--- config.mk ---
export PLATFORM = sky130hd
export DESIGN_NAME = spc_cordic_cell
export DESIGN_NICKNAME = d
export VERILOG_FILES = /design/src/sv/spc_pkg.sv /design/src/sv/spc_cordic_cell.sv
export SDC_FILE = /design/constraint.sdc
export NUM_CORES = 1
export LEC_CHECK = 0
export ABC_AREA = 1
export ABC_CLOCK_PERIOD_IN_PS = 2300
export BUFFER_PORTS_ARGS = -buffer_cell sky130_fd_sc_hd__buf_2
export CORE_MARGIN = 2
export CORE_UTILIZATION = 50
export CTS_CLUSTER_DIAMETER = 150
export CTS_CLUSTER_SIZE = 8
export DETAILED_ROUTE_END_ITERATION = 6
export PLACE_DENSITY = 0.84
export SLEW_MARGIN = 20
export SYNTH_ARGS = -nofsm -noshare
export SYNTH_HDL_FRONTEND = slang
export SYNTH_SLANG_ARGS = --single-unit
--- constraint.sdc ---
create_clock -name aclk -period 2.3 [get_ports aclk]
set_clock_uncertainty 0.15 [all_clocks]
set_input_delay 0.46 -clock aclk [delete_from_list [all_inputs] [get_ports aclk]]
set_output_delay 0.46 -clock aclk [all_outputs]
set_load 0.01 [all_outputs]
--- src/sv/spc_pkg.sv ---
// ----------------------------------------------------------------------------
// spc_pkg
// Shared types, widths and constants for the polar-to-Cartesian scan converter.
// ----------------------------------------------------------------------------
package spc_pkg;

    localparam int DEF_INDEX_BITS    = 12;
    localparam int DEF_CORDIC_STAGES = 16;

    localparam int RANGE_W  = 16;
    localparam int ANGLE_W  = 16;
    localparam int COORD_W  = 17;
    localparam int GAIN_W   = 24;
    localparam int X_W      = 43;   // Q24 datapath with headroom for CORDIC gain
    localparam int Z_W      = 34;   // 2^32 units per turn plus sign and guard

    localparam int ATAN_ENTRIES = 24;
    localparam int ROUND_SHIFT  = 24;

    localparam logic [GAIN_W-1:0] INV_GAIN_Q24 = 24'd10188014;
    localparam logic signed [X_W-1:0] ROUND_HALF = 43'sd8388608;
    localparam logic signed [X_W-1:0] OUT_POS_LIMIT = 43'sd65535;
    localparam logic signed [X_W-1:0] OUT_NEG_LIMIT = -43'sd65535;

    // Configuration register indexes
    localparam logic REG_START_ANGLE = 1'b0;
    localparam logic REG_ANGLE_STEP  = 1'b1;

    typedef struct packed {
        logic signed [X_W-1:0] x;
        logic signed [X_W-1:0] y;
        logic signed [Z_W-1:0] z;
    } cordic_vec_t;

    // atan(2^-i) in units of 2^32 per turn
    function automatic logic signed [Z_W-1:0] atan_turn32(input int i);
        logic signed [Z_W-1:0] t;
        case (i)
            0:  t = 34'sd536870912;
            1:  t = 34'sd316933406;
            2:  t = 34'sd167458907;
            3:  t = 34'sd85004756;
            4:  t = 34'sd42667331;
            5:  t = 34'sd21354465;
            6:  t = 34'sd10679838;
            7:  t = 34'sd5340245;
            8:  t = 34'sd2670163;
            9:  t = 34'sd1335087;
            10: t = 34'sd667544;
            11: t = 34'sd333772;
            12: t = 34'sd166886;
            13: t = 34'sd83443;
            14: t = 34'sd41721;
            15: t = 34'sd20860;
            16: t = 34'sd10430;
            17: t = 34'sd5215;
            18: t = 34'sd2607;
            19: t = 34'sd1303;
            20: t = 34'sd651;
            21: t = 34'sd325;
            22: t = 34'sd162;
            23: t = 34'sd81;
            default: t = '0;
        endcase
        return t;
    endfunction

endpackage

--- src/sv/spc_cordic_cell.sv ---
// ----------------------------------------------------------------------------
// spc_cordic_cell
// One rotation-mode CORDIC micro-rotation with its pipeline register.
// ----------------------------------------------------------------------------
module spc_cordic_cell
    import spc_pkg::*;
#(
    parameter int IDX_W = DEF_INDEX_BITS,
    parameter int STAGE = 0
) (
    input  logic             aclk,
    input  logic             aresetn,
    input  logic             en,
    input  logic             in_valid,
    input  cordic_vec_t      in_vec,
    input  logic             in_flip,
    input  logic [IDX_W-1:0] in_idx,
    output logic             out_valid,
    output cordic_vec_t      out_vec,
    output logic             out_flip,
    output logic [IDX_W-1:0] out_idx
);

    localparam logic signed [Z_W-1:0] ATAN = atan_turn32(STAGE);

    logic        valid_reg;
    cordic_vec_t vec_reg;
    cordic_vec_t vec_next;
    logic        flip_reg;
    logic [IDX_W-1:0] idx_reg;

    always_comb begin
        vec_next = in_vec;
        if (STAGE < ATAN_ENTRIES) begin
            if (!in_vec.z[Z_W-1]) begin
                vec_next.x = in_vec.x - (in_vec.y >>> STAGE);
                vec_next.y = in_vec.y + (in_vec.x >>> STAGE);
                vec_next.z = in_vec.z - ATAN;
            end else begin
                vec_next.x = in_vec.x + (in_vec.y >>> STAGE);
                vec_next.y = in_vec.y - (in_vec.x >>> STAGE);
                vec_next.z = in_vec.z + ATAN;
            end
        end
    end

    always_ff @(posedge aclk) begin
        if (!aresetn) begin
            valid_reg <= 1'b0;
        end else if (en) begin
            valid_reg <= in_valid;
        end
    end

    always_ff @(posedge aclk) begin
        if (en) begin
            vec_reg  <= vec_next;
            flip_reg <= in_flip;
            idx_reg  <= in_idx;
        end
    end

    assign out_valid = valid_reg;
    assign out_vec   = vec_reg;
    assign out_flip  = flip_reg;
    assign out_idx   = idx_reg;

endmodule

-- Word-level counts from Yosys, hierarchy flattened
Index checks and enable logic that the tools add are counted.
- register bits: 134
- $add $sub $neg: 5
- mux-type cells: 1
- operators by type and width (kind ; number):
    120-bit 2-to-1 mux ; 1
    43-bit subtractor ; 2
    43-bit adder ; 1
    34-bit by 31-bit adder with 34-bit output (second input constant) ; 1
    34-bit by 31-bit subtractor with 34-bit output (second input constant) ; 1

-- Depth between registers and ports, before layout
- word-level depth: 2
- mapped depth: 17
- mapped depth without buffers: 17

-- Least setup slack after synthesis
OpenSTA, ideal clock, no wires.
- path type: input to register
- from: in in_vec[34] (netlist bit)
- to: reg vec_reg, in the netlist out_vec[66], data pin
- data arrival time: 1951 ps
- path slack: -55 ps
- stages: 13
- path through: inv_1 > ha_1 > fa_1 > o21ai_0 > nand2_1 > nand2_1 > nand2_1 > nand2_1 > nand2_1 > nand2_1 > nand2_1 > nand3_1 > nand2_1
- RTL lines (item ; RTL line ; text):
    from (decl) ; spc_cordic_cell.sv:15 ; input cordic_vec_t in_vec,
    to (signal assigned) ; spc_cordic_cell.sv:57 ; vec_reg <= vec_next;
    to (decl) ; spc_cordic_cell.sv:27 ; cordic_vec_t vec_reg;

==> flow_summary.ini <==
[sta]
max_freq_mhz = 426
slew_headroom = 0.613
slew_viol_final = 0
setup_viol = 6
worst_pin_slew_ns = 0.574
post-route-period-util = 1.02
fin_crit_ns = 2.35
finalHoldViolations = 0
tns_ns = -0.132
setup_slack_ns = -0.0482
grt_setup_unrepaired = yes

[cells_and_area]
diodes = 0
final_cell_count_no_fill = 3403
drive_gt1_frac = 0.400
finalNetCount = 3276
area_growth_pct = 51.6
finish.instance_area_sq_mm = 0.0221

[synthesis]
seq_area_frac_synth = 0.273
synth_top_area_cell = edfxtp_1
yosys_warnings = 0
synth.area.top_cells = edfxtp_1 (27%), nand2_1 (20%), ha_1 (11%)
synth_top_area_share = 0.271
synth.ff_latch_count = 133
synth_area_sq_mm = 0.0146
synthArstFlopShare = 0
syn_inst = 2284
synthFlopType = edfxtp_1
yosysMostFrequentCell = nand2_1
syn_area_per_cell_sq_um = 6.39
syn_nets = 2554
ys_types = 42
synth_edf_count = 132
synth_commonest_cells = nand2_1 (765), inv_1 (371), nand3_1 (209)

[pwr]
leakagePower_nw = 11.6
peakVddDrop_uv = 509
power_per_cell_area_mw_per_mm2 = 532

[run_status]
outcome = finished with violations
failed_checks = negative setup slack

[flow_run]
maxCapViolations = 0

[clocking]
worstSkewPairLatency_ns = 0.45
cts_sinks = 133
htree_levels = 4
clkTransAtPathRegs_ns = 0.07
ctsHoldBuffers = 0
cts_max_path_buffers = 2
cts_tree = yes
numCtsBuffers = 17
cts_root_buffer = clkbuf_16

[grt]
use_met1 = 0.510
gr-usage-met3 = 0.0705
grt_pass1_wl_mm = 95.3
grt_antenna_before_repair = 0
use_met2 = 0.675
grt_overflow = 0
top_usage_layer = met2
grt_pass1_vias = 18041
grt_max_degree = 80
track_usage = 0.410

[drt]
routed_wirelength_mm = 67.5
drt_iter0_markers = 2428
drcViolationCount = 0
ant_nets = 0
dr.pass1.iters = 6
avgViaCountPerCell = 5.58
vias = 18986
routedWlPerCell_um = 19.8

[hold_path]
hold_path_class = input pin to flip-flop

[floorplanning]
die_area_sq_mm = 0.0306
die_y_um = 175
ioPinCount = 271
core.rowCount = 62
initial_core_util = 0.509
die_x_um = 175
core_area_sq_mm = 0.0287

[critical_path]
cp-end-kind = flip-flop
critPathRequiredTime_ns = 2.34
crit_arrival_ns = 2.39
cp-start-kind = input pin
critical_path.max_fanout = 6
critical_path_class = input pin to flip-flop

[placement]
place_inst = 3343
portBuffers = 270
gp_congestion = 1.01
dpl-instance-area_sq_mm = 0.0196
dp_hpwl_mm = 51.9
## placed cells by master (no fill, tap or decap), drive strengths merged, types with 5 or more instances in the layout
| master | n |
|---|---|
| nor2 | 236 |
| nand3 | 212 |
| nand4 | 19 |
| nor3 | 13 |
| buf | 759 |
| nand2 | 787 |
| o21ai | 92 |
| ha | 129 |
| inv | 384 |
| a21oi | 140 |
| bufinv | 5 |
| o22ai | 6 |
| xor2 | 31 |
| o21bai | 25 |
| edfxtp | 132 |
| clkbuf | 18 |
## registers in the layout, indices dropped and copies added, names as in the netlist
name,flops
out_vec,119
out_idx,12
out_valid,1
out_flip,1
## path summary, 6_finish.rpt
path                                             start                endpoint  slack, ns  cells past startpoint
worst max register to register  out_valid$_SDFFE_PN0P_  out_valid$_SDFFE_PN0P_       1.47                      2
worst min-delay path                         in_idx[5]    out_idx[5]$_DFFE_PP_       0.03                      1
worst max-delay path                        in_vec[40]  out_vec[108]$_DFFE_PP_      -0.05                     16
worst min register to register  out_valid$_SDFFE_PN0P_  out_valid$_SDFFE_PN0P_       0.44                      2
## metrics by stage
| stage | setup WS, ns | power (mW) | hold slack, ns | util |
|---|---|---|---|---|
| detailed placement | -0.689 | 7.68 | 0.438 | 0.684 |
| floorplan | 0.00824 | 5.42 | 0.403 | - |
| CTS | 0.000441 | 11.1 | 0.0321 | 0.718 |
| global route | -0.117 | 12.2 | 0.0244 | 0.771 |
| global placement | -0.665 | 7.55 | 0.371 | 0.684 |
| finish | -0.0482 | 11.8 | 0.0333 | 0.771 |
## what timing repair did
item | in CTS | in global routing
endpoints found under the hold margin | 0 | 0
gates resized for setup | 84 | 346
pin swaps | 6 | 64
setup buffers | 4 | 23
cloned | 0 | 1
setup endpoints to repair | 58 | 66
## routing by layer
| metal | vias to the layer above | part of all wire | routed length, um |
|---|---|---|---|
| li1 | 8675 | - | - |
| met1 | 8706 | 0.38 | 26000 |
| met2 | 1279 | 0.45 | 30300 |
| met3 | 326 | 0.099 | 6710 |
| met4 | 0 | 0.067 | 4540 |
| met5 | - | 0 | 0 |
## kinds of logic (layout without fill, tap and decap cells)
kind of cell | count (synthesis) | after routing | share of synthesized area
adders and majority gates | 133 | 133 | 0.116
DFF | 133 | 133 | 0.273
and+or+nand+nor | 1276 | 1276 | 0.367
AOI/OAI and AO/OA | 274 | 274 | 0.104
buffers and inverters | 436 | 1171 | 0.121
xor gates and xnor gates | 32 | 32 | 0.0192
## report_power, final
group / leakage [nW] / internal (mW) / switching [mW]
Combinational: 9.98 / 2.18 / 3.15
Sequential: 1.30 / 3.04 / 0.0945
Clock: 0.326 / 1.96 / 1.36
## critical path, stage by stage
cell and delay (ns):
buf_2 0.10, inv_1 0.06, ha_4 0.32, buf_4 0.15, nand2_1 0.06, nand2_1 0.17
o21bai_4 0.18, inv_1 0.10, nand2_2 0.10, nand2_1 0.10, nand2_2 0.11, nand2_1 0.11
nand2_1 0.13, nand2_1 0.08, nand3_1 0.08, nand2_1 0.08
## area by class of cell
cell class	count	area [sq um]
Fill cell	2200	6560
Inverter	379	1430
Timing Repair Buffer	760	5150
Sequential cell	133	3980
Clock buffer	17	425
Clock inverter	15	240
Tap cell	384	480
Multi-Input combinational cell	1715	10400
Note: power is estimated with default switching activity, not from simulation.
