==> src/sv/spc_pkg.sv <==
// ----------------------------------------------------------------------------
// spc_pkg
// Shared types, widths and constants for the polar-to-Cartesian scan converter.
// ----------------------------------------------------------------------------
package spc_pkg;

    localparam int DEF_INDEX_BITS    = 12;
    localparam int DEF_CORDIC_STAGES = 16;

    localparam int RANGE_W  = 16;
    localparam int ANGLE_W  = 16;
    localparam int COORD_W  = 17;
    localparam int GAIN_W   = 24;
    localparam int X_W      = 43;   // Q24 datapath with headroom for CORDIC gain
    localparam int Z_W      = 34;   // 2^32 units per turn plus sign and guard

    localparam int ATAN_ENTRIES = 24;
    localparam int ROUND_SHIFT  = 24;

    localparam logic [GAIN_W-1:0] INV_GAIN_Q24 = 24'd10188014;
    localparam logic signed [X_W-1:0] ROUND_HALF = 43'sd8388608;
    localparam logic signed [X_W-1:0] OUT_POS_LIMIT = 43'sd65535;
    localparam logic signed [X_W-1:0] OUT_NEG_LIMIT = -43'sd65535;

    // Configuration register indexes
    localparam logic REG_START_ANGLE = 1'b0;
    localparam logic REG_ANGLE_STEP  = 1'b1;

    typedef struct packed {
        logic signed [X_W-1:0] x;
        logic signed [X_W-1:0] y;
        logic signed [Z_W-1:0] z;
    } cordic_vec_t;

    // atan(2^-i) in units of 2^32 per turn
    function automatic logic signed [Z_W-1:0] atan_turn32(input int i);
        logic signed [Z_W-1:0] t;
        case (i)
            0:  t = 34'sd536870912;
            1:  t = 34'sd316933406;
            2:  t = 34'sd167458907;
            3:  t = 34'sd85004756;
            4:  t = 34'sd42667331;
            5:  t = 34'sd21354465;
            6:  t = 34'sd10679838;
            7:  t = 34'sd5340245;
            8:  t = 34'sd2670163;
            9:  t = 34'sd1335087;
            10: t = 34'sd667544;
            11: t = 34'sd333772;
            12: t = 34'sd166886;
            13: t = 34'sd83443;
            14: t = 34'sd41721;
            15: t = 34'sd20860;
            16: t = 34'sd10430;
            17: t = 34'sd5215;
            18: t = 34'sd2607;
            19: t = 34'sd1303;
            20: t = 34'sd651;
            21: t = 34'sd325;
            22: t = 34'sd162;
            23: t = 34'sd81;
            default: t = '0;
        endcase
        return t;
    endfunction

endpackage

==> src/sv/spc_output.sv <==
// ----------------------------------------------------------------------------
// spc_output
// Rounds the Q24 CORDIC vector, undoes the half-turn fold and saturates.
// ----------------------------------------------------------------------------
module spc_output
    import spc_pkg::*;
#(
    parameter int IDX_W = DEF_INDEX_BITS
) (
    input  logic               aclk,
    input  logic               aresetn,
    input  logic               en,
    input  logic               in_valid,
    input  cordic_vec_t        in_vec,
    input  logic               in_flip,
    input  logic [IDX_W-1:0]   in_idx,
    output logic               out_valid,
    output logic [COORD_W-1:0] x_coord,
    output logic [COORD_W-1:0] y_coord,
    output logic [IDX_W-1:0]   index_echo
);

    logic               valid_reg;
    logic [COORD_W-1:0] x_reg;
    logic [COORD_W-1:0] y_reg;
    logic [IDX_W-1:0]   idx_reg;
    logic [COORD_W-1:0] x_next;
    logic [COORD_W-1:0] y_next;

    function automatic logic [COORD_W-1:0] finish(input logic signed [X_W-1:0] v,
                                                  input logic flip);
        logic signed [X_W-1:0] r;
        logic signed [X_W-1:0] s;
        r = (v + ROUND_HALF) >>> ROUND_SHIFT;
        s = flip ? -r : r;
        if (s > OUT_POS_LIMIT) begin
            s = OUT_POS_LIMIT;
        end else if (s < OUT_NEG_LIMIT) begin
            s = OUT_NEG_LIMIT;
        end
        return s[COORD_W-1:0];
    endfunction

    assign x_next = finish(in_vec.x, in_flip);
    assign y_next = finish(in_vec.y, in_flip);

    always_ff @(posedge aclk) begin
        if (!aresetn) begin
            valid_reg <= 1'b0;
        end else if (en) begin
            valid_reg <= in_valid;
        end
    end

    always_ff @(posedge aclk) begin
        if (en) begin
            x_reg   <= x_next;
            y_reg   <= y_next;
            idx_reg <= in_idx;
        end
    end

    assign out_valid  = valid_reg;
    assign x_coord    = x_reg;
    assign y_coord    = y_reg;
    assign index_echo = idx_reg;

endmodule

==> config.mk <==
export PLATFORM = sky130hd
export DESIGN_NAME = spc_output
export DESIGN_NICKNAME = d
export VERILOG_FILES = /design/src/sv/spc_pkg.sv /design/src/sv/spc_output.sv
export SDC_FILE = /design/constraint.sdc
export NUM_CORES = 1
export LEC_CHECK = 0
export ABC_AREA = 1
export BUFFER_PORTS_ARGS = -buffer_cell sky130_fd_sc_hd__buf_2
export CAP_MARGIN = 20
export CORE_MARGIN = 5
export CORE_UTILIZATION = 50
export CTS_CLUSTER_SIZE = 20
export DETAILED_ROUTE_END_ITERATION = 10
export PLACE_DENSITY = 0.86
export SYNTH_ARGS = -nofsm -noshare
export SYNTH_HDL_FRONTEND = slang
export SYNTH_SLANG_ARGS = --single-unit
==> constraint.sdc <==
create_clock -name aclk -period 6.9 [get_ports aclk]
set_input_delay 1.38 -clock aclk [delete_from_list [all_inputs] [get_ports aclk]]
set_output_delay 1.38 -clock aclk [all_outputs]
set_load 0.005 [all_outputs]
Word-level counts from Yosys, hierarchy flattened
Cells that the tools add are included.
- reductions and logical operators: 2
- add/sub/neg operators: 4
- mux-type cells: 4
- magnitude comparators: 4
- operator list (kind ; number):
    43-bit by 25-bit adder with 43-bit output (second input constant) ; 2
    43-bit by 17-bit > comparator with 1-bit output (second input constant) ; 2
    43-bit by 17-bit less-than comparator with 1-bit output (second input constant) ; 2
    43-bit two-way mux ; 2
    19-bit negation with 43-bit output ; 2
    17-bit two-way mux ; 2
    2-bit OR reduction ; 2
- word-level logic and storage cells: 20
- input bits: 137
- register bits after elaboration: 47

Longest topological paths before layout
- depth after elaboration: 5
- gate-level depth with buffers: 21
- gate-level depth less buffers: 20

Worst setup path before layout
Ideal clock, no wire load.
- kind: input-to-reg
- from: input in_vec[100] in the netlist's numbering
- to: register x_reg[9] (netlist: x_coord[9]), data pin
- data required time: 6.647 ns
- cell stages on the path: 19
- setup time: 0.253 ns
- arrival: 3.260 ns
- slack: 3.387 ns
- cell sequence: ha_1 > xnor2_1 > ha_1 > nand3_2 > nor2_4 > nand2_4 > nor2_8 > nand2_2 > nand2_1 > nand2_1 > nand2_1 > nand3_1 > nor2_1 > nand2_1 > nand2_2 > nand2_4 > buf_12 > nand2_2 > nand2_1
- word-level cells in the longest chain between the ends: 5
- elaborated cells on any way between the ends: 6
- those cells by class: add/sub (2); order compare (2); mux (2)
- RTL lines (item ; RTL line ; text):
    start, declared ; spc_output.sv:14 ; input cordic_vec_t in_vec,
    43-bit by 25-bit adder with 43-bit output * ; spc_output.sv:34 ; r = (v + ROUND_HALF) >>> ROUND_SHIFT;
    19-bit negation with 43-bit output ; spc_output.sv:35 ; s = flip ? -r : r;
    43-bit two-way mux * ; spc_output.sv:35 ;
    43-bit by 17-bit less-than comparator with 1-bit output ; spc_output.sv:38 ; end else if (s < OUT_NEG_LIMIT) begin
    17-bit two-way mux ; spc_output.sv:38 ;
    end signal, assigned ; spc_output.sv:57 ; x_reg <= x_next;
    end, declared ; spc_output.sv:24 ; logic [COORD_W-1:0] x_reg;
Mark *: on every way between the ends. The rest lies on a longest branch, timed or not.
A chain may end at the register's enable or synchronous reset.

Worst setup path after layout
- from: input in_flip
- to: register y_reg[15] (netlist: y_coord[15]), data pin
- word-level cells in the longest chain between the ends: 3
- elaborated cells on any way between the ends: 4
- those cells by class: order compare (2); mux (2)
- RTL lines (item ; RTL line ; text):
    start, declared ; spc_output.sv:15 ; input logic in_flip,
    43-bit two-way mux * ; spc_output.sv:35 ;
    43-bit by 17-bit less-than comparator with 1-bit output ; spc_output.sv:38 ;
    17-bit two-way mux ; spc_output.sv:38 ;
    end signal, assigned ; spc_output.sv:58 ; y_reg <= y_next;
    end, declared ; spc_output.sv:25 ; logic [COORD_W-1:0] y_reg;
Marked as above.

==> metrics.yaml <==
syn_to_final_growth_pct: 16.2
leakagePower_nw: 2.70
cts_buffers: 5
ios: 184
crit_path_start_kind: "input port"
grt_max_degree: 49
hold_depth: 2
fp.dieW_um: 104
critical_path_depth: 14
path_clk_slew_ns: 0.08
period_share: 0.545
critical_path.max_stage_delay_ns: 0.59
cp.arrival_ns: 3.80
yosys.area.top_type: "edfxtp_1"
path_buf_inv: 2
dieHeight_um: 104
max-vdd-ir-drop_mv: 0.107
crit_slowest_cell: "buf_2"
wl_per_cell_um: 10.5
num-nets-final: 918
worst_r2r_startpoint: "out_valid"
ctsHoldBuffers: 0
cts_root_buffer: "clkbuf_8"
path_cells: "buf_2 -> inv_1 -> o21ai_0 -> nand2_1 -> nor2_1 -> nand3_1 -> nor2_1 -> nand2_1 -> nor2_1 -> nand3_1 -> nand2_1 -> nand2_2 -> nand2_1 -> nand2_1"
h-tree-depth: 2
min_path_type: "reg -> reg"
yosysMostFrequentCell: "nand2_1"
grt_pass1_wl_um: 16100
rows: 34
crit_family: "simple AND/OR/NAND/NOR gates"
netlist_top_cells_area: "edfxtp_1 (32%), nand2_1 (22%), inv_1 (8.1%)"
setup_viol: 0
antenna_found_initial: 0
place.gp.congestion: 0.867
seq_area_frac_synth: 0.320
holdWs_ns: 0.561
die_area_um2: 10700
drive_gt1_frac: 0.230
vias: 4189
cts_resized: 0
hpwl_um: 7880
synth_edf_count: 46
synthCells: 677
diodes: 0
drc: 0
dp_slack_ns: 2.81
crit_top_cell: "nand2_1"
cp.required_ns: 6.93
rsz0062_at_grt: "false"
avgSynthCellArea_um2: 6.47
syn_area_um2: 4380
ctsLongestPathBuffers: 2
cts_tree: "built"
fmax_mhz: 266
cp-end-kind: "flip-flop"
path_class: "in -> reg"
drt-pass1-iter-count: 4
async_flop_share: 0
p_per_area_nw_per_um2: 159
track_usage: 0.170
finClkSkew_ns: 0
min_from: "out_valid"
hold_violations: 0
netlist.area_leader.share: 0.315
wirelength_um: 9340
core_area_um2: 8640
total_power_uw: 808
ys_ff_latch: 47
fin_cells: 886
clk_latency_ns: 0.28
cp-startpoint: "in_flip"
drtAntennaViolNets: 0
slew_violations: 0
viasPerCell: 4.73
drt_iter0_markers: 175
synthTopCellsByCount: "nand2_1 (261), inv_1 (94), nor2_1 (71)"
max_slew_margin: 0.328
synth_fp_nets: 818
gr-total-overflow: 0
crit_fanout: 46
start_util: 0.508
cts_setup_buffers: 0
max_cap_violations: 0
outcome: "finished clean"
cts.sinks: 47
portBuffers: 103
reg2regPathDepth: 2
worst_slack_ns: 3.14
setup_tns_ns: 0
placed_cells: 878
period_needed_ns: 3.76
yosys.cell_types.count: 33
synthFlopType: "edfxtp_1"
ys_warn_count: 0
grt_pass1_vias: 3630
worst_pin_slew_ns: 1.01
==> path summary, 6_finish.rpt <==
check                end  slack, ns
max          y_coord[15]       3.14
min reg2reg    out_valid       0.56
max reg2reg    out_valid       6.21
min            out_valid       0.56
==> kinds of logic after synthesis <==
logic type / count (synthesis) / share of synthesized area
and+or+nand+nor: 475 / 0.499
buffers and inverters: 113 / 0.105
DFF: 47 / 0.320
xor gates and xnor gates: 21 / 0.0437
AOI/OAI and AO/OA: 17 / 0.0211
adders and majority gates: 4 / 0.0114
==> stage by stage <==
| stage | area [um2] | utilization |
|---|---|---|
| final | 5090 | 0.590 |
| after global placement | 4960 | 0.574 |
| after CTS | 5090 | 0.590 |
| after global routing | 5090 | 0.590 |
| after detailed placement | 4960 | 0.574 |
| after floorplan | 4380 | - |
==> worst reg2reg max path, cell delays in order (launching register included) <==
cell and delay, ns:
dfxtp_1 0.31, o21ai_0 0.18, a21oi_1 0.06
==> final cells by class <==
cell class | count | area, um2
Fill cell | 870 | 3540
Multi-Input combinational cell | 517 | 2520
Sequential cell | 47 | 1400
Timing Repair Buffer | 103 | 515
Inverter | 103 | 387
Tap cell | 108 | 135
Clock buffer | 6 | 72.6
Clock inverter | 2 | 60.1
==> metal layers <==
layer / track usage / share of wire
met5: 0 / 0
met4: 0.0384 / 0.0082
met3: 0.0243 / 0.051
met2: 0.263 / 0.43
met1: 0.251 / 0.51
==> where the power goes <==
group	internal (mW)	switching, mW	leakage, nW
registers	0.352	0.00657	0.462
clock network	0.145	0.0819	0.0654
logic	0.0812	0.142	2.17
==> layout by cell type (no fill, tap or decap), types with 3 or more instances in the layout <==
cell      count
nand2_2      29
nand2_1     261
o21ai_1       5
nand3_1      59
edfxtp_1     46
xor2_1       15
o21ai_0       7
nand4_1      18
clkbuf_8      5
buf_2       103
nor2_2        8
nor3_1        3
nand2_4       4
nand3b_1      4
nor2_4        9
nor2_1       71
inv_2         9
ha_1          4
xnor2_1       5
inv_1        94
nand3_2       6
==> sequential cells by signal, indices dropped and copies added, names as in the netlist <==
signal      flops
y_coord        17
out_valid       1
x_coord        17
index_echo     12
Power figures use the tool's default switching activity.
